==> src/sv/cpte_pkg.sv <==
// ----------------------------------------------------------------------------
// cpte_pkg
// Shared types, constants and the CP437 reverse lookup for the code point
// text encoder.
// ----------------------------------------------------------------------------
package cpte_pkg;

  // Field widths fixed by the interface.
  localparam int CP_W       = 21;
  localparam int BYTE_W     = 8;
  localparam int CNT_OUT_W  = 32;
  localparam int CFG_ADDR_W = 3;
  localparam int CFG_DATA_W = 8;
  localparam int MAX_BYTES  = 7;
  localparam int LEN_W      = 3;

  // Configuration register indexes.
  localparam logic [CFG_ADDR_W-1:0] REG_ENCODING_MODE    = 3'd0;
  localparam logic [CFG_ADDR_W-1:0] REG_REPLACEMENT_BYTE = 3'd1;
  localparam logic [CFG_ADDR_W-1:0] REG_ALLOW_LOSSY      = 3'd2;
  localparam logic [CFG_ADDR_W-1:0] REG_CRLF_MODE        = 3'd3;
  localparam logic [CFG_ADDR_W-1:0] REG_INCLUDE_BOM      = 3'd4;

  // Code point limits.
  localparam logic [CP_W-1:0] CP_MAX      = 21'h10FFFF;
  localparam logic [CP_W-1:0] CP_SURR_LO  = 21'h00D800;
  localparam logic [CP_W-1:0] CP_SURR_HI  = 21'h00DFFF;
  localparam logic [CP_W-1:0] CP_REPLACE  = 21'h00FFFD;
  localparam logic [CP_W-1:0] CP_ASCII_MAX  = 21'h00007F;
  localparam logic [CP_W-1:0] CP_LATIN1_MAX = 21'h0000FF;
  localparam logic [CP_W-1:0] CP_UTF8_2B  = 21'h000800;
  localparam logic [CP_W-1:0] CP_UTF8_3B  = 21'h010000;

  // Byte values.
  localparam logic [BYTE_W-1:0] BYTE_LF = 8'h0A;
  localparam logic [BYTE_W-1:0] BYTE_CR = 8'h0D;
  localparam logic [2:0][BYTE_W-1:0] BOM_SEQ = {8'hBF, 8'hBB, 8'hEF};
  localparam logic [BYTE_W-1:0] REPL_RESET = 8'd63;

  typedef enum logic [1:0] {
    MODE_UTF8   = 2'd0,
    MODE_ASCII  = 2'd1,
    MODE_LATIN1 = 2'd2,
    MODE_CP437  = 2'd3
  } enc_mode_t;

  typedef enum logic [1:0] {
    ST_NORMAL = 2'd0,
    ST_LOSSY  = 2'd1,
    ST_FAIL   = 2'd2
  } status_t;

  // Current register settings.
  typedef struct packed {
    enc_mode_t         mode;
    logic [BYTE_W-1:0] repl;
    logic              lossy;
    logic              crlf;
    logic              bom;
  } cfg_t;

  // All results of one item, handed from the encoder to the serializer.
  typedef struct packed {
    logic [LEN_W-1:0]                  len;
    logic [MAX_BYTES-1:0][BYTE_W-1:0]  bytes;
    logic [MAX_BYTES-1:0][1:0]         stat;
    logic [CP_W-1:0]                   fcp;
    logic [CNT_OUT_W-1:0]              cnt;
  } burst_t;

  typedef struct packed {
    logic       hit;
    logic [6:0] idx;
  } cp437_hit_t;

  // Upper half of code page 437, indexed by byte value minus 0x80.
  localparam logic [15:0] CP437_HIGH [128] = '{
    16'h00C7, 16'h00FC, 16'h00E9, 16'h00E2, 16'h00E4, 16'h00E0, 16'h00E5, 16'h00E7,
    16'h00EA, 16'h00EB, 16'h00E8, 16'h00EF, 16'h00EE, 16'h00EC, 16'h00C4, 16'h00C5,
    16'h00C9, 16'h00E6, 16'h00C6, 16'h00F4, 16'h00F6, 16'h00F2, 16'h00FB, 16'h00F9,
    16'h00FF, 16'h00D6, 16'h00DC, 16'h00A2, 16'h00A3, 16'h00A5, 16'h20A7, 16'h0192,
    16'h00E1, 16'h00ED, 16'h00F3, 16'h00FA, 16'h00F1, 16'h00D1, 16'h00AA, 16'h00BA,
    16'h00BF, 16'h2310, 16'h00AC, 16'h00BD, 16'h00BC, 16'h00A1, 16'h00AB, 16'h00BB,
    16'h2591, 16'h2592, 16'h2593, 16'h2502, 16'h2524, 16'h2561, 16'h2562, 16'h2556,
    16'h2555, 16'h2563, 16'h2551, 16'h2557, 16'h255D, 16'h255C, 16'h255B, 16'h2510,
    16'h2514, 16'h2534, 16'h252C, 16'h251C, 16'h2500, 16'h253C, 16'h255E, 16'h255F,
    16'h255A, 16'h2554, 16'h2569, 16'h2566, 16'h2560, 16'h2550, 16'h256C, 16'h2567,
    16'h2568, 16'h2564, 16'h2565, 16'h2559, 16'h2558, 16'h2552, 16'h2553, 16'h256B,
    16'h256A, 16'h2518, 16'h250C, 16'h2588, 16'h2584, 16'h258C, 16'h2590, 16'h2580,
    16'h03B1, 16'h00DF, 16'h0393, 16'h03C0, 16'h03A3, 16'h03C3, 16'h00B5, 16'h03C4,
    16'h03A6, 16'h0398, 16'h03A9, 16'h03B4, 16'h221E, 16'h03C6, 16'h03B5, 16'h2229,
    16'h2261, 16'h00B1, 16'h2265, 16'h2264, 16'h2320, 16'h2321, 16'h00F7, 16'h2248,
    16'h00B0, 16'h2219, 16'h00B7, 16'h221A, 16'h207F, 16'h00B2, 16'h25A0, 16'h00A0
  };

  // Parallel compare against every table entry; the lowest index wins.
  function automatic cp437_hit_t cp437_lookup(input logic [CP_W-1:0] cp);
    cp437_hit_t res;
    res = '0;
    for (int i = 127; i >= 0; i--) begin
      if (cp == {5'd0, CP437_HIGH[i]}) begin
        res.hit = 1'b1;
        res.idx = 7'(i);
      end
    end
    return res;
  endfunction

endpackage

==> src/sv/cpte_cfg.sv <==
// ----------------------------------------------------------------------------
// cpte_cfg
// Configuration registers, written through a plain write port.
// ----------------------------------------------------------------------------
module cpte_cfg (
  input  logic                             clk,
  input  logic                             rst_n,
  input  logic                             cfg_we,
  input  logic [cpte_pkg::CFG_ADDR_W-1:0]  cfg_addr,
  input  logic [cpte_pkg::CFG_DATA_W-1:0]  cfg_wdata,
  output cpte_pkg::cfg_t                   cfg
);

  cpte_pkg::cfg_t cfg_r;

  // Register file; writes to an unknown index are dropped.
  always_ff @(posedge clk) begin
    if (!rst_n) begin
      cfg_r.mode  <= cpte_pkg::MODE_UTF8;
      cfg_r.repl  <= cpte_pkg::REPL_RESET;
      cfg_r.lossy <= 1'b0;
      cfg_r.crlf  <= 1'b0;
      cfg_r.bom   <= 1'b0;
    end else if (cfg_we) begin
      unique case (cfg_addr)
        cpte_pkg::REG_ENCODING_MODE:    cfg_r.mode  <= cpte_pkg::enc_mode_t'(cfg_wdata[1:0]);
        cpte_pkg::REG_REPLACEMENT_BYTE: cfg_r.repl  <= cfg_wdata;
        cpte_pkg::REG_ALLOW_LOSSY:      cfg_r.lossy <= cfg_wdata[0];
        cpte_pkg::REG_CRLF_MODE:        cfg_r.crlf  <= cfg_wdata[0];
        cpte_pkg::REG_INCLUDE_BOM:      cfg_r.bom   <= cfg_wdata[0];
        default: ;
      endcase
    end
  end

  assign cfg = cfg_r;

endmodule

==> src/sv/cpte_encode.sv <==
// ----------------------------------------------------------------------------
// cpte_encode
// Input register, sanitizing and encoding logic, and the running lossy
// counter and sticky failure state. Produces all bytes of one item at once.
// ----------------------------------------------------------------------------
module cpte_encode #(
  parameter int LOSSY_COUNT_BITS = 32
) (
  input  logic                        clk,
  input  logic                        rst_n,
  input  cpte_pkg::cfg_t              cfg,
  input  logic                        in_valid,
  output logic                        in_ready,
  input  logic [cpte_pkg::CP_W-1:0]   in_cp,
  input  logic                        in_first,
  input  logic                        buf_free,
  output logic                        load,
  output cpte_pkg::burst_t            burst
);

  localparam int CntW = (LOSSY_COUNT_BITS < cpte_pkg::CNT_OUT_W) ?
                        LOSSY_COUNT_BITS : cpte_pkg::CNT_OUT_W;

  logic                        item_vld_r;
  logic [cpte_pkg::CP_W-1:0]   cp_in_r;
  logic                        first_r;
  logic [LOSSY_COUNT_BITS-1:0] total_r;
  logic [LOSSY_COUNT_BITS-1:0] total_nxt;
  logic                        failed_r;

  logic [cpte_pkg::CP_W-1:0]   cp;
  cpte_pkg::cp437_hit_t        hit;
  logic                        fail;
  logic                        lossy_ev;
  logic                        found;
  logic                        single;
  logic [7:0]                  sb;
  logic [3:0][7:0]             m;
  logic [2:0]                  mlen;
  cpte_pkg::status_t           mstat;
  logic                        bom_on;
  logic [LOSSY_COUNT_BITS-1:0] cnt_base;
  logic [cpte_pkg::CNT_OUT_W-1:0] cnt_ext;

  assign load     = item_vld_r && buf_free;
  assign in_ready = !item_vld_r || load;

  // Input holding register.
  always_ff @(posedge clk) begin
    if (!rst_n) begin
      item_vld_r <= 1'b0;
    end else if (in_ready) begin
      item_vld_r <= in_valid;
    end
  end

  always_ff @(posedge clk) begin
    if (in_ready && in_valid) begin
      cp_in_r <= in_cp;
      first_r <= in_first;
    end
  end

  // Surrogates and out-of-range values become the replacement character.
  always_comb begin
    if (cp_in_r > cpte_pkg::CP_MAX ||
        (cp_in_r >= cpte_pkg::CP_SURR_LO && cp_in_r <= cpte_pkg::CP_SURR_HI)) begin
      cp = cpte_pkg::CP_REPLACE;
    end else begin
      cp = cp_in_r;
    end
  end

  assign hit = cpte_pkg::cp437_lookup(cp);

  // Encode the code point into up to four bytes.
  always_comb begin
    fail     = 1'b0;
    lossy_ev = 1'b0;
    found    = 1'b0;
    single   = 1'b1;
    sb       = cp[7:0];
    m        = '0;
    mlen     = 3'd1;
    mstat    = cpte_pkg::ST_NORMAL;
    if (failed_r && !first_r) begin
      fail = 1'b1;
    end else begin
      unique case (cfg.mode)
        cpte_pkg::MODE_UTF8: begin
          found = 1'b1;
          if (cp < cpte_pkg::CP_UTF8_2B && cp > cpte_pkg::CP_ASCII_MAX) begin
            single = 1'b0;
            m[0]   = {3'b110, cp[10:6]};
            m[1]   = {2'b10, cp[5:0]};
            mlen   = 3'd2;
          end else if (cp >= cpte_pkg::CP_UTF8_2B && cp < cpte_pkg::CP_UTF8_3B) begin
            single = 1'b0;
            m[0]   = {4'b1110, cp[15:12]};
            m[1]   = {2'b10, cp[11:6]};
            m[2]   = {2'b10, cp[5:0]};
            mlen   = 3'd3;
          end else if (cp >= cpte_pkg::CP_UTF8_3B) begin
            single = 1'b0;
            m[0]   = {5'b11110, cp[20:18]};
            m[1]   = {2'b10, cp[17:12]};
            m[2]   = {2'b10, cp[11:6]};
            m[3]   = {2'b10, cp[5:0]};
            mlen   = 3'd4;
          end
        end
        cpte_pkg::MODE_ASCII:  found = (cp <= cpte_pkg::CP_ASCII_MAX);
        cpte_pkg::MODE_LATIN1: found = (cp <= cpte_pkg::CP_LATIN1_MAX);
        cpte_pkg::MODE_CP437: begin
          if (cp <= cpte_pkg::CP_ASCII_MAX) begin
            found = 1'b1;
          end else if (hit.hit) begin
            found = 1'b1;
            sb    = {1'b1, hit.idx};
          end
        end
        default: found = 1'b0;
      endcase
      // Unrepresentable: replace or fail.
      if (!found) begin
        if (cfg.lossy) begin
          lossy_ev = 1'b1;
          sb       = cfg.repl;
          mstat    = cpte_pkg::ST_LOSSY;
        end else begin
          fail = 1'b1;
        end
      end
    end

    if (fail) begin
      single = 1'b0;
      m      = '0;
      mlen   = 3'd1;
      mstat  = cpte_pkg::ST_FAIL;
    end else if (single) begin
      // A line feed gains a carriage return in front when enabled.
      if (cfg.crlf && sb == cpte_pkg::BYTE_LF) begin
        m[0] = cpte_pkg::BYTE_CR;
        m[1] = cpte_pkg::BYTE_LF;
        mlen = 3'd2;
      end else begin
        m[0] = sb;
        mlen = 3'd1;
      end
    end
  end

  // Saturating lossy counter, cleared by the first item of a text.
  always_comb begin
    cnt_base  = first_r ? '0 : total_r;
    total_nxt = cnt_base;
    if (lossy_ev && cnt_base != {LOSSY_COUNT_BITS{1'b1}}) begin
      total_nxt = cnt_base + LOSSY_COUNT_BITS'(1);
    end
    cnt_ext = '0;
    cnt_ext[CntW-1:0] = total_nxt[CntW-1:0];
  end

  always_ff @(posedge clk) begin
    if (!rst_n) begin
      total_r  <= '0;
      failed_r <= 1'b0;
    end else if (load) begin
      total_r  <= total_nxt;
      failed_r <= fail;
    end
  end

  // Assemble the byte list, with the byte-order mark in front if due.
  always_comb begin
    bom_on = first_r && cfg.mode == cpte_pkg::MODE_UTF8 && cfg.bom;
    if (bom_on) begin
      burst.bytes = {m, cpte_pkg::BOM_SEQ};
      burst.stat  = {{4{mstat}}, 6'd0};
      burst.len   = mlen + 3'd3;
    end else begin
      burst.bytes = {24'd0, m};
      burst.stat  = {6'd0, {4{mstat}}};
      burst.len   = mlen;
    end
    burst.fcp = fail ? cp : '0;
    burst.cnt = cnt_ext;
  end

endmodule

==> src/sv/cpte_serial.sv <==
// ----------------------------------------------------------------------------
// cpte_serial
// Result register holding the bytes of one item; sends them one request
// per cycle on the result channel while the receiver is ready.
// ----------------------------------------------------------------------------
module cpte_serial (
  input  logic                 clk,
  input  logic                 rst_n,
  input  logic                 load,
  input  cpte_pkg::burst_t     burst,
  output logic                 buf_free,
  output logic                 out_tvalid,
  input  logic                 out_tready,
  output logic [63:0]          out_tdata,
  output logic [1:0]           out_tuser,
  output logic                 out_tlast
);

  logic                            vld_r;
  logic [cpte_pkg::LEN_W-1:0]      idx_r;
  cpte_pkg::burst_t                burst_r;
  logic                            is_last;
  logic                            done;
  logic [1:0]                      stat;

  assign is_last  = (idx_r == burst_r.len - 3'd1);
  assign done     = vld_r && out_tready && is_last;
  assign buf_free = !vld_r || done;

  // Buffer control and byte index.
  always_ff @(posedge clk) begin
    if (!rst_n) begin
      vld_r <= 1'b0;
      idx_r <= '0;
    end else if (load) begin
      vld_r <= 1'b1;
      idx_r <= '0;
    end else if (done) begin
      vld_r <= 1'b0;
    end else if (vld_r && out_tready) begin
      idx_r <= idx_r + 3'd1;
    end
  end

  always_ff @(posedge clk) begin
    if (load) begin
      burst_r <= burst;
    end
  end

  // Result fields for the current byte.
  always_comb begin
    stat       = burst_r.stat[idx_r];
    out_tvalid = vld_r;
    out_tlast  = is_last;
    out_tuser  = stat;
    out_tdata  = {3'd0,
                  (stat == cpte_pkg::ST_FAIL) ? burst_r.fcp : 21'd0,
                  burst_r.cnt,
                  burst_r.bytes[idx_r]};
  end

endmodule

==> src/sv/code_point_text_encoder_top.sv <==
// ----------------------------------------------------------------------------
// code_point_text_encoder_top
// Encodes Unicode code points as UTF-8, ASCII, Latin-1 or CP437 bytes.
// ----------------------------------------------------------------------------
// Usage:
//   The input channel takes one code point per request; in_tuser marks the
//   first item of a text, which clears the lossy count and a sticky failure
//   and lets a UTF-8 byte-order mark go out first. The result channel gives
//   one request per output byte (or one failure request), with out_tlast on
//   the final request of each input item.
//   An accepted item passes the input register and then the result register
//   before its first result shows. Throughput: each item has one to seven
//   results, which the result register sends at one byte per cycle while
//   out_tready is high, so single-result items then flow at one per cycle.
//   Reset clears the configuration to its defaults, the counter and the
//   failure state, and empties both holding registers.
//   When the receiver stalls, the current result holds, one further item
//   waits in the input register, and in_tready drops after that.
//   The user must write configuration only while idle; it is not enforced.
// ----------------------------------------------------------------------------
module code_point_text_encoder_top #(
  parameter int LOSSY_COUNT_BITS = 32
) (
  input  logic                             clk,
  input  logic                             rst_n,
  // Configuration write port.
  input  logic                             cfg_we,
  input  logic [cpte_pkg::CFG_ADDR_W-1:0]  cfg_addr,
  input  logic [cpte_pkg::CFG_DATA_W-1:0]  cfg_wdata,
  // Input channel.
  input  logic                             in_tvalid,
  output logic                             in_tready,
  input  logic [23:0]                      in_tdata,   // code_point[20:0], zero pad
  input  logic                             in_tuser,   // first_item
  // Result channel.
  output logic                             out_tvalid,
  input  logic                             out_tready,
  output logic [63:0]                      out_tdata,  // out_byte[7:0],
                                                       // lossy_count[39:8],
                                                       // failed_code_point[60:40]
  output logic [1:0]                       out_tuser,  // status[1:0]
  output logic                             out_tlast   // last
);

  cpte_pkg::cfg_t   cfg;
  cpte_pkg::burst_t burst;
  logic             load;
  logic             buf_free;

  cpte_cfg u_cfg (
    .clk       (clk),
    .rst_n     (rst_n),
    .cfg_we    (cfg_we),
    .cfg_addr  (cfg_addr),
    .cfg_wdata (cfg_wdata),
    .cfg       (cfg)
  );

  cpte_encode #(
    .LOSSY_COUNT_BITS (LOSSY_COUNT_BITS)
  ) u_encode (
    .clk      (clk),
    .rst_n    (rst_n),
    .cfg      (cfg),
    .in_valid (in_tvalid),
    .in_ready (in_tready),
    .in_cp    (in_tdata[cpte_pkg::CP_W-1:0]),
    .in_first (in_tuser),
    .buf_free (buf_free),
    .load     (load),
    .burst    (burst)
  );

  cpte_serial u_serial (
    .clk        (clk),
    .rst_n      (rst_n),
    .load       (load),
    .burst      (burst),
    .buf_free   (buf_free),
    .out_tvalid (out_tvalid),
    .out_tready (out_tready),
    .out_tdata  (out_tdata),
    .out_tuser  (out_tuser),
    .out_tlast  (out_tlast)
  );

endmodule

==> config.mk <==
export PLATFORM = sky130hd
export DESIGN_NAME = code_point_text_encoder_top
export DESIGN_NICKNAME = d
export VERILOG_FILES = /design/src/sv/cpte_pkg.sv /design/src/sv/cpte_cfg.sv /design/src/sv/cpte_encode.sv /design/src/sv/cpte_serial.sv /design/src/sv/code_point_text_encoder_top.sv
export SDC_FILE = /design/constraint.sdc
export NUM_CORES = 1
export LEC_CHECK = 0
export BUFFER_PORTS_ARGS = -buffer_cell sky130_fd_sc_hd__buf_2
export CAP_MARGIN = 5
export CORE_ASPECT_RATIO = 1.75
export CORE_UTILIZATION = 50
export CTS_BUF_LIST = sky130_fd_sc_hd__clkbuf_8 sky130_fd_sc_hd__clkbuf_16
export CTS_CLUSTER_SIZE = 20
export DETAILED_ROUTE_END_ITERATION = 10
export PLACE_DENSITY_LB_ADDON = 0.2
export SETUP_SLACK_MARGIN = 0.02
export SYNTH_ARGS = -nofsm -noshare
export SYNTH_HDL_FRONTEND = slang
export SYNTH_HIERARCHICAL = 1
export SYNTH_SLANG_ARGS = --single-unit
==> constraint.sdc <==
create_clock -name clk -period 10.03 [get_ports clk]
set_clock_uncertainty 0.2 [all_clocks]
set_input_delay 3.009 -clock clk [delete_from_list [all_inputs] [get_ports clk]]
set_output_delay 3.009 -clock clk [all_outputs]
set_load 0.005 [all_outputs]
* Word-level counts from Yosys, hierarchy flattened
Index checks and enable logic that the tools add are counted.
** Storage, ports and cells
- Bits of input ports :: 41
- Flip-flop bits (word level) :: 191
** Cells by class
- $add $sub $neg :: 4
- Equal/unequal tests :: 139
- $lt $le $gt $ge :: 11
- Reductions and logical operators :: 28
- Bitwise operators :: 2
- Muxes and demuxes :: 184
** Operators by type and width (count)
- equality test 21 x 14 -> 1 bit, second input constant :: 62
- equality test 21 x 8 -> 1 bit, second input constant :: 53
- 2-to-1 mux 8 bit :: 138
- equality test 21 x 10 -> 1 bit, second input constant :: 12
- 2-to-1 mux 32 bit :: 5
- 2-to-1 mux 16 bit :: 5
- 2-to-1 mux 73 bit :: 1
- 2-to-1 mux 21 bit :: 2
- adder 32 x 1 -> 32 bit, second input constant :: 1
- != test 32 bit, second input constant :: 1
- binary-select mux 8 bit (select 3 bit) :: 1
- 2-to-1 mux 24 bit :: 1
- equality test 21 x 9 -> 1 bit, second input constant :: 1
- greater-or-equal comparator 21 x 12 -> 1 bit, second input constant :: 1
- greater-or-equal comparator 21 x 16 -> 1 bit, second input constant :: 1
- greater-or-equal comparator 21 x 17 -> 1 bit, second input constant :: 1
- greater-than comparator 21 bit, second input constant :: 1
- greater-than comparator 21 x 7 -> 1 bit, second input constant :: 1
- less-or-equal comparator 21 x 16 -> 1 bit, second input constant :: 1
- less-or-equal comparator 21 x 7 -> 1 bit, second input constant :: 1
- less-or-equal comparator 21 x 8 -> 1 bit, second input constant :: 1
- less-than comparator 21 x 12 -> 1 bit, second input constant :: 1
- less-than comparator 21 x 17 -> 1 bit, second input constant :: 1
- 2-to-1 mux 3 bit :: 7
- other kinds (24) :: 68

* Logic depth before layout (Yosys ltp)
Gate-level depths: netlist of run 1.
- Word-level depth :: 146
- Mapped depth :: 21
- Mapped depth without buffers :: 15

* Hierarchy
The synthesis of run 1 kept the hierarchy.
** Modules (own cells, without submodules)
- cpte_encode :: cells each 1148, seq. area each 1341.3 um^2, area each 7699.9 um^2, times used 1
- cpte_serial :: cells each 310, seq. area each 3863.7 um^2, area each 5385.2 um^2, times used 1
- cpte_cfg :: cells each 57, seq. area each 260.2 um^2, area each 589.3 um^2, times used 1

* Worst setup path after synthesis of run 1
OpenSTA, ideal clock, no wires.
- Kind :: input port to flip-flop
- From :: in out_tready
- To :: reg u_serial/idx_r[0] (netlist bit)
- Cell stages on the path :: 8
- Buffers on the path :: 1
- Data required time :: 9.702 ns
- Setup slack :: 1.880 ns
- Arrival time :: 7.822 ns
- Setup time :: 0.128 ns
- Cell sequence :: nand4_1 nand2_1 nand2_1 clkinv_1 clkbuf_1 nor2b_1 nand2_1 mux2i_1
** On the way
- Cells in the longest elaborated chain, start to end :: 5
- Elaborated cells between the ends (all ways) :: 7
** RTL lines
- start: declaration :: RTL line code_point_text_encoder_top.sv:37 : input logic out_tready,
- logical AND 1 bit (2 in series) :: RTL line cpte_serial.sv:27 : assign done = vld_r && out_tready && is_last;
- logical OR 1 bit :: RTL line cpte_serial.sv:28 : assign buf_free = !vld_r || done;
- net buf_free :: RTL line code_point_text_encoder_top.sv:48 : logic buf_free;
- logical AND 1 bit :: RTL line cpte_encode.sv:45 : assign load = item_vld_r && buf_free;
- net load :: RTL line code_point_text_encoder_top.sv:47 : logic load;
- OR reduction 2 bit (no line)
- end signal: assignment :: RTL line cpte_serial.sv:41 : idx_r <= idx_r + 3'd1;
- end: declaration :: RTL line cpte_serial.sv:20 : logic [cpte_pkg::LEN_W-1:0] idx_r;
The timed path passes the listed nets, and every way through them passes these cells.
A chain may end at the register's enable or synchronous reset.

==> results of run 1 <==
worst max-delay path by stage:
| stage | startpoint | endpoint | slack (ns) | cells after the start |
|---|---|---|---|---|
| after floorplan | out_tready | u_serial/idx_r[0] | 1.88 | 8 |
| final | u_encode/cp_in_r[16] | u_serial/burst_r[125] | 3.18 | 16 |
| after detailed placement | out_tready | in_tready | 3.21 | 5 |
| after CTS | out_tready | in_tready | 3.21 | 5 |
| after global routing | u_encode/cp_in_r[16] | u_serial/burst_r[125] | 2.92 | 16 |
| after global placement | out_tready | in_tready | 3.25 | 5 |
Yosys cell counts (all sizes together), types with 14 or more instances:
library cell / instances / area share, %
a2111oi: 25 / 2.7
a21oi: 72 / 2.6
a22oi: 21 / 1.2
a31oi: 25 / 1.1
and2: 15 / 0.69
and3: 14 / 0.64
buf: 101 / 5.0
clkbuf: 68 / 1.9
dfxtp: 51 / 7.5
edfxtp: 148 / 33
inv: 41 / 1.1
mux2i: 23 / 1.7
nand2: 131 / 3.6
nand2b: 20 / 0.91
nand3: 45 / 1.6
nand4: 31 / 1.4
nor2: 164 / 4.5
nor2b: 34 / 1.6
nor3: 53 / 2.1
nor4: 28 / 1.6
nor4b: 14 / 1.1
o211ai: 14 / 0.77
o21ai: 89 / 3.3
or3: 27 / 1.2
xnor2: 26 / 1.7
report_power, final:
| part | switching (uW) | total (uW) | internal (uW) |
|---|---|---|---|
| Clock | 314 | 659 | 345 |
| Combinational | 195 | 287 | 91.3 |
| Sequential | 22.5 | 953 | 930 |
per-stage QoR:
| stage | hold slack [ns] | cells |
|---|---|---|
| floorplan | 0.234 | 1527 |
| global placement | 0.256 | 1830 |
| detailed placement | 0.269 | 1830 |
| CTS | 0.280 | 1862 |
| global route | 0.307 | 1862 |
| finish | 0.277 | 1862 |
logic make-up after synthesis:
| family | count (synthesis) | share of synthesized area, % |
|---|---|---|
| multiplexers | 44 | 4.10 |
| XOR/XNOR | 40 | 2.66 |
| flip-flops | 199 | 40.0 |
| AND/OR/NAND/NOR | 658 | 26.5 |
| adder cells (fa/ha/maj) | 4 | 0.366 |
| buffers and inverters | 212 | 8.02 |
| AO/OA/AOI/OAI | 356 | 18.4 |
| other | 2 | 0.0549 |
per-layer routing:
metal  track usage, %  vias up
met3             5.49      216
met2             65.5      633
met4             31.0        0
met1             36.2     6146
li1                 -     5655
met5                0        -
cell usage in the layout, fill, tap and decap left out, types with 20 or more instances in the layout:
cell and count:
nor2_1 164, edfxtp_1 148, nand2_1 131, buf_2 103
o21ai_0 86, a21oi_1 72, dfxtp_1 51, nor3_1 50
inv_1 46, nand3_1 45, buf_4 45, nor2b_1 33
nand4_1 31, or3_1 27, xnor2_1 26, a31oi_1 25
mux2i_1 23, nor4_1 22, nand2b_1 20, a22oi_1 20
layout make-up:
type | count | share of cell area, %
clock inverter | 15 | 0.920
inverter | 43 | 1.13
tap | 324 | 2.76
multi-input combinational | 1116 | 49.3
clock buffer | 17 | 2.90
sequential | 199 | 37.2
timing repair buffer | 148 | 5.81
worst min-delay path, cell delays in order (launching register included):
cell and delay [ns]:
dfxtp_1 0.33, nand2_1 0.06, a21oi_1 0.05
sequential cells by signal, summed over array words and instances (netlist names), 3 cells and up:
name	flops
u_serial/burst_r	94
u_encode/total_r	32
u_serial/out_tdata	32
u_encode/cp_in_r	21
u_cfg/cfg	13
u_serial/idx_r	3
==> results.md, run 1 <==
- Asr flop ratio synth: 0%
- WHS Endpoint: u_encode/total_r[31]
- CP max FO: 19
- Met3 routed WL: 2810 um
- Core area: 26,700 um2
- Synthesis warning total: 6
- Synth-to-layout area growth: 7.41%
- Cell family with most CP delay: simple AND/OR/NAND/NOR gates
- CP startpoint kind: flop
- Crit path required time: 10.02 ns
- Hpwl dp: 35,900 um
- Register area share after synthesis: 40.0%
- DRT met1 WL: 16,400 um
- Storage cell area: 5470 um2
- Post-synth EDFFs: 148
- Final WS setup: 3.18 ns
- Detailed router's first-iteration violation count: 1,075
- Largest net degree at the start of global routing: 84
- TritonCTS clock tree: yes
- Worst Min Path Start: u_encode/total_r[31]
- Worst r2r dst: u_serial/burst_r[125]
- Initial Utilization: 51.2%
- Final worst path period share: 68.3%
- Max-slew headroom: 18.9%
- Crit-path max cell delay: 0.88 ns
- PwrDens: 129 nW/um2
- Multi-input logic area: 7240 um2
- First-pass GRT wire length: 73,900 um
- Fin Setup TNS: 0 ns
- Cts repair resizes: 0
- Leak Pwr: 0.00503 uW
- CP Class: flop to flop
- Die height: 221 um
- Die W: 127 um
- Via Count: 12,700
- Worst reg2reg path depth: 16
- Bufs on Longest Clock Path: 2
- Port Buffers: 103
- Maximum vdd drop: 0.126 mV
- Post-Syn Area: 13,700 um2
- Worst-Skew Late Latency: 0.45 ns
- Syn Inst Count: 1,515
- Synthesized area per cell: 9.03 um2
- Worst Hold Depth: 2
- Synth cell types: 92
- Via density: 6.79
- Initial antenna violation count: 0
- RD Place Congestion: 1.06
- FF-to-FF setup slack: 3.18 ns
- Clk sink count: 199
- WL/cell: 26.7 um
- Vias in the first global route: 12,200
- Endpoints failing hold: 0
- Area of the die: 28,000 um2
- Number of buffers created by CTS: 17
- Postcts setup bufs: 0
- Post-route ant nets: 0
- Flops & latches, synth: 199
- Tmin final: 6.85 ns
- Final net count: 1,570
- Post-layout util: 55.0%
- Maximum clock rate: 146 MHz
- Main synth FF type: edfxtp_1
- RSZ-0062 raised after global routing: false
- Max_cap viols: 0
- H-tree Lvls: 4
- Diodes inserted: 0
- Design area: 14,700 um2
- DP Worst Slack: 3.21 ns
- RR Startpoint: u_encode/cp_in_r[16]
- GRT Total Usage: 36.2%
- Critical path cell sequence: nor4_4 -> nand4_1 -> buf_4 -> o32ai_1 -> nor3_1 -> nand4bb_1 -> or4_1 -> o41a_1 -> inv_1 -> a21boi_0 -> nor4b_2 -> a21oi_1 -> nand3b_1 -> ha_1 -> nor2_1 -> xnor2_1
- Status: finished, final reports clean
- Share of layout cells above drive strength 1: 16.5%
- CP Buf/Inv Count: 2
- I/O pins: 110
- Fillers: 2,447
- Total congestion overflow: 0
- # setup viols final: 0
- Crit path max-delay cell type: nor4_4
- Clock Pin Slew Worst Setup and Hold Paths: 0.07 ns
- CTS Hold Bufs: 0
- Met2 Wirelength: 25,900 um
- Tot Pwr: 1900 uW
- Hold Crit Class: flop to flop
- Drt total wl: 49,600 um
- Actual slew at the worst max-slew pin: 1.22 ns
- Top Layer Used: met4
- Drt pass-1 iters: 5
- Std cell rows: 79
- Fin. max-slew vios: 0
- DRC viols: 0
- Placed cell area: 14,100 um2
- CP endpoint kind: flop
- Critical Path AT: 6.84 ns
- Root Buffer: clkbuf_16
Power figures use the tool's default switching activity.
==> run 2, diff against run 1 <==
ABC_AREA = 1   (was not set)
clock period = 6.3 ns   (was 10.03 ns; I/O delays follow)
==> results.md, run 2 <==
- Fin. max-slew vios: 0
- Multiplexer area fraction after synthesis: 0%
- Largest net degree at the start of global routing: 97
- Synth top cells by count: 278 x nor2_1, 247 x inv_1, 231 x nand2_1, 148 x edfxtp_1, 105 x nand3_1
- Final WS setup: -0.0746 ns
- Most common cell after layout, fill and taps aside: nor2_1
- Worst-Skew Late Latency: 0.46 ns
- Max-slew headroom: 22.0%
- I/O pins: 110
- First-pass GRT wire length: 71,500 um
- Crit path max-delay cell type: edfxtp_1
- H-tree Lvls: 4
- Bufs on Longest Clock Path: 2
- Post-Syn Area: 13,400 um2
- DRC viols: 0
- Endpoints failing hold: 0
- Drt pass-1 iters: 9
- PwrDens: 191 nW/um2
- Std cell rows: 79
- Via density: 5.68
- Largest family of logic cells by synthesized area: simple AND/OR/NAND/NOR gates
- Post-Synth Simple-Gate Area: 30.0%
- WL/cell: 20.2 um
- Top-area cell type share of the netlist area: 33.1%
- Syn Inst Count: 1,758
- Initial antenna violation count: 0
- RD Place Congestion: 1.01
- # setup viols final: 2
- Asr flop ratio synth: 0%
- Share of layout cells above drive strength 1: 26.3%
- Max FFs per register: 94
- Register area share after synthesis: 40.7%
- Synthesis warning total: 6
- Final worst path period share: 101%
- Initial Utilization: 50.7%
- Port Buffers: 103
- Leak Pwr: 0.00735 uW
- Dominant cells by area after synthesis: edfxtp_1 33%, nor2_1 7.8%, dfxtp_1 7.6%, inv_1 6.9%, nand2_1 6.5%
- Die W: 126 um
- TritonCTS clock tree: yes
- Hold Crit Class: flop to flop
- Diodes inserted: 0
- CP endpoint kind: flop
- Most frequent cells in the layout: 271 x nor2_1, 246 x buf_4, 243 x inv_1
- Via Count: 13,500
- Total congestion overflow: 0
- Clock Pin Slew Worst Setup and Hold Paths: 0.08 ns
- Die height: 219 um
- Flops & latches, synth: 199
- Largest area contributor in the netlist: edfxtp_1
- Synth cell types: 66
- Root Buffer: clkbuf_16
- Synth-to-layout area growth: 22.3%
- XOR/XNOR Fraction of Synth Area: 2.09%
- Detailed router's first-iteration violation count: 1,144
- Hpwl dp: 36,900 um
- CTS Hold Bufs: 0
- CP Class: flop to flop
- Vias in the first global route: 13,000
- Tmin final: 6.37 ns
- Post-layout util: 62.0%
- Maximum vdd drop: 0.132 mV
- Post-synth EDFFs: 148
- Clk sink count: 199
- Dpl cells: 2,327
- Non-Filler Instances: 2,368
- GRT Total Usage: 34.8%
- Final net count: 2,076
- Crit path required time: 6.31 ns
- Actual slew at the worst max-slew pin: 1.17 ns
- Core area: 26,500 um2
- Count leader, synth: nor2_1
- Failing checks: setup timing
- Crit-path max cell delay: 0.45 ns
- Compound-gate portion of the synthesized area: 13.2%
- CP startpoint kind: flop
- Synthesized area per cell: 7.64 um2
- CP max FO: 8
- Number of buffers created by CTS: 17
- Max_cap viols: 0
- FF-to-FF setup slack: -0.07 ns
- Status: finished with violations
- Reg with most FFs: u_serial/burst_r
- Critical Path AT: 6.38 ns
- Area of the die: 27,600 um2
- Post-route ant nets: 0
- RSZ-0062 raised after global routing: true
- Drt total wl: 47,800 um
- Synth Area in Adders: 0.372%
- Maximum clock rate: 157 MHz
- Crit path top cell by count: nor2_1
- Main synth FF type: edfxtp_1
==> run 2: cell types whose count changed after synthesis, moves of 20 or more <==
cell,change
clkbuf_1,-26
nor2_1,+114
or3_1,-25
inv_1,+206
mux2i_1,-23
nand4_1,+22
nor2_4,+27
a31oi_1,-20
nand2_1,+100
nor2b_1,-33
nand3_1,+60
nand2b_1,-20
inv_2,+30
==> run 2: kinds of logic (layout without fill, tap and decap cells) <==
group,count (synthesis),after routing
AO/OA/AOI/OAI,288,288
adder cells (fa/ha/maj),4,4
XOR/XNOR,32,32
other,2,14
AND/OR/NAND/NOR,828,829
buffers and inverters,405,678
flip-flops,199,199
==> run 2: path summary, 6_finish.rpt <==
path,startpoint,endpoint,cells after the start
max,u_encode/cp_in_r[17],u_serial/burst_r[124],49
max reg2reg,u_encode/cp_in_r[17],u_serial/burst_r[124],49
min,u_cfg/cfg[7],u_cfg/cfg[7],2
min reg2reg,u_cfg/cfg[7],u_cfg/cfg[7],2
==> run 2: stage by stage <==
step	setup TNS [ns]	total power, uW	worst slack (ns)	area, um2	hold WS (ns)
2_1_floorplan	0	1860	0.663	13500	0.242
3_3_place_gp	0	2020	0.0243	15600	0.257
3_5_place_dp	-0.0256	2030	-0.0256	15600	0.263
4_1_cts	0	3140	0.00265	16300	0.281
5_1_grt	-5.20	3250	-0.520	16400	0.293
6_report	-0.121	3140	-0.0746	16400	0.283
==> run 2: final cells by class <==
type                    count  area (um2)
clock buffers              17         425
clock inverters            15         191
fillers                  2431       10100
inverters                 288        1100
multi-input cells        1167        6350
flip-flops and latches    199        5470
well taps                 324         405
repair buffers            358        2500
==> run 2: repair_timing <==
action	4_1_cts	5_1_grt
cloned	1	0
pin swaps	6	12
hold endpoints to repair	0	0
buffers inserted	1	7
setup endpoints to repair	3	27
resized for setup	7	34
==> run 2: layer usage <==
metal / up-vias / share of wire (%) / wire length (um) / GRT usage [%]
li1: 6403 / - / - / -
met1: 6301 / 35 / 16800 / 35.9
met2: 563 / 51 / 24400 / 62.4
met3: 194 / 5.5 / 2650 / 5.17
met4: 0 / 8.5 / 4070 / 28.3
met5: - / 0 / 0 / 0
==> run 2: worst max-delay path: cells and delay by family, from the launching register on <==
family          cells  cell delay, ns
simple gates       44            4.71
buf+inv             3            0.30
fa+ha+maj           1            0.27
flops               1            0.45
compound gates      1            0.17
==> run 2: where the power goes <==
group | internal (uW) | total [uW] | switching [uW]
clock network | 546 | 1110 | 567
logic | 166 | 496 | 330
registers | 1500 | 1530 | 31.1
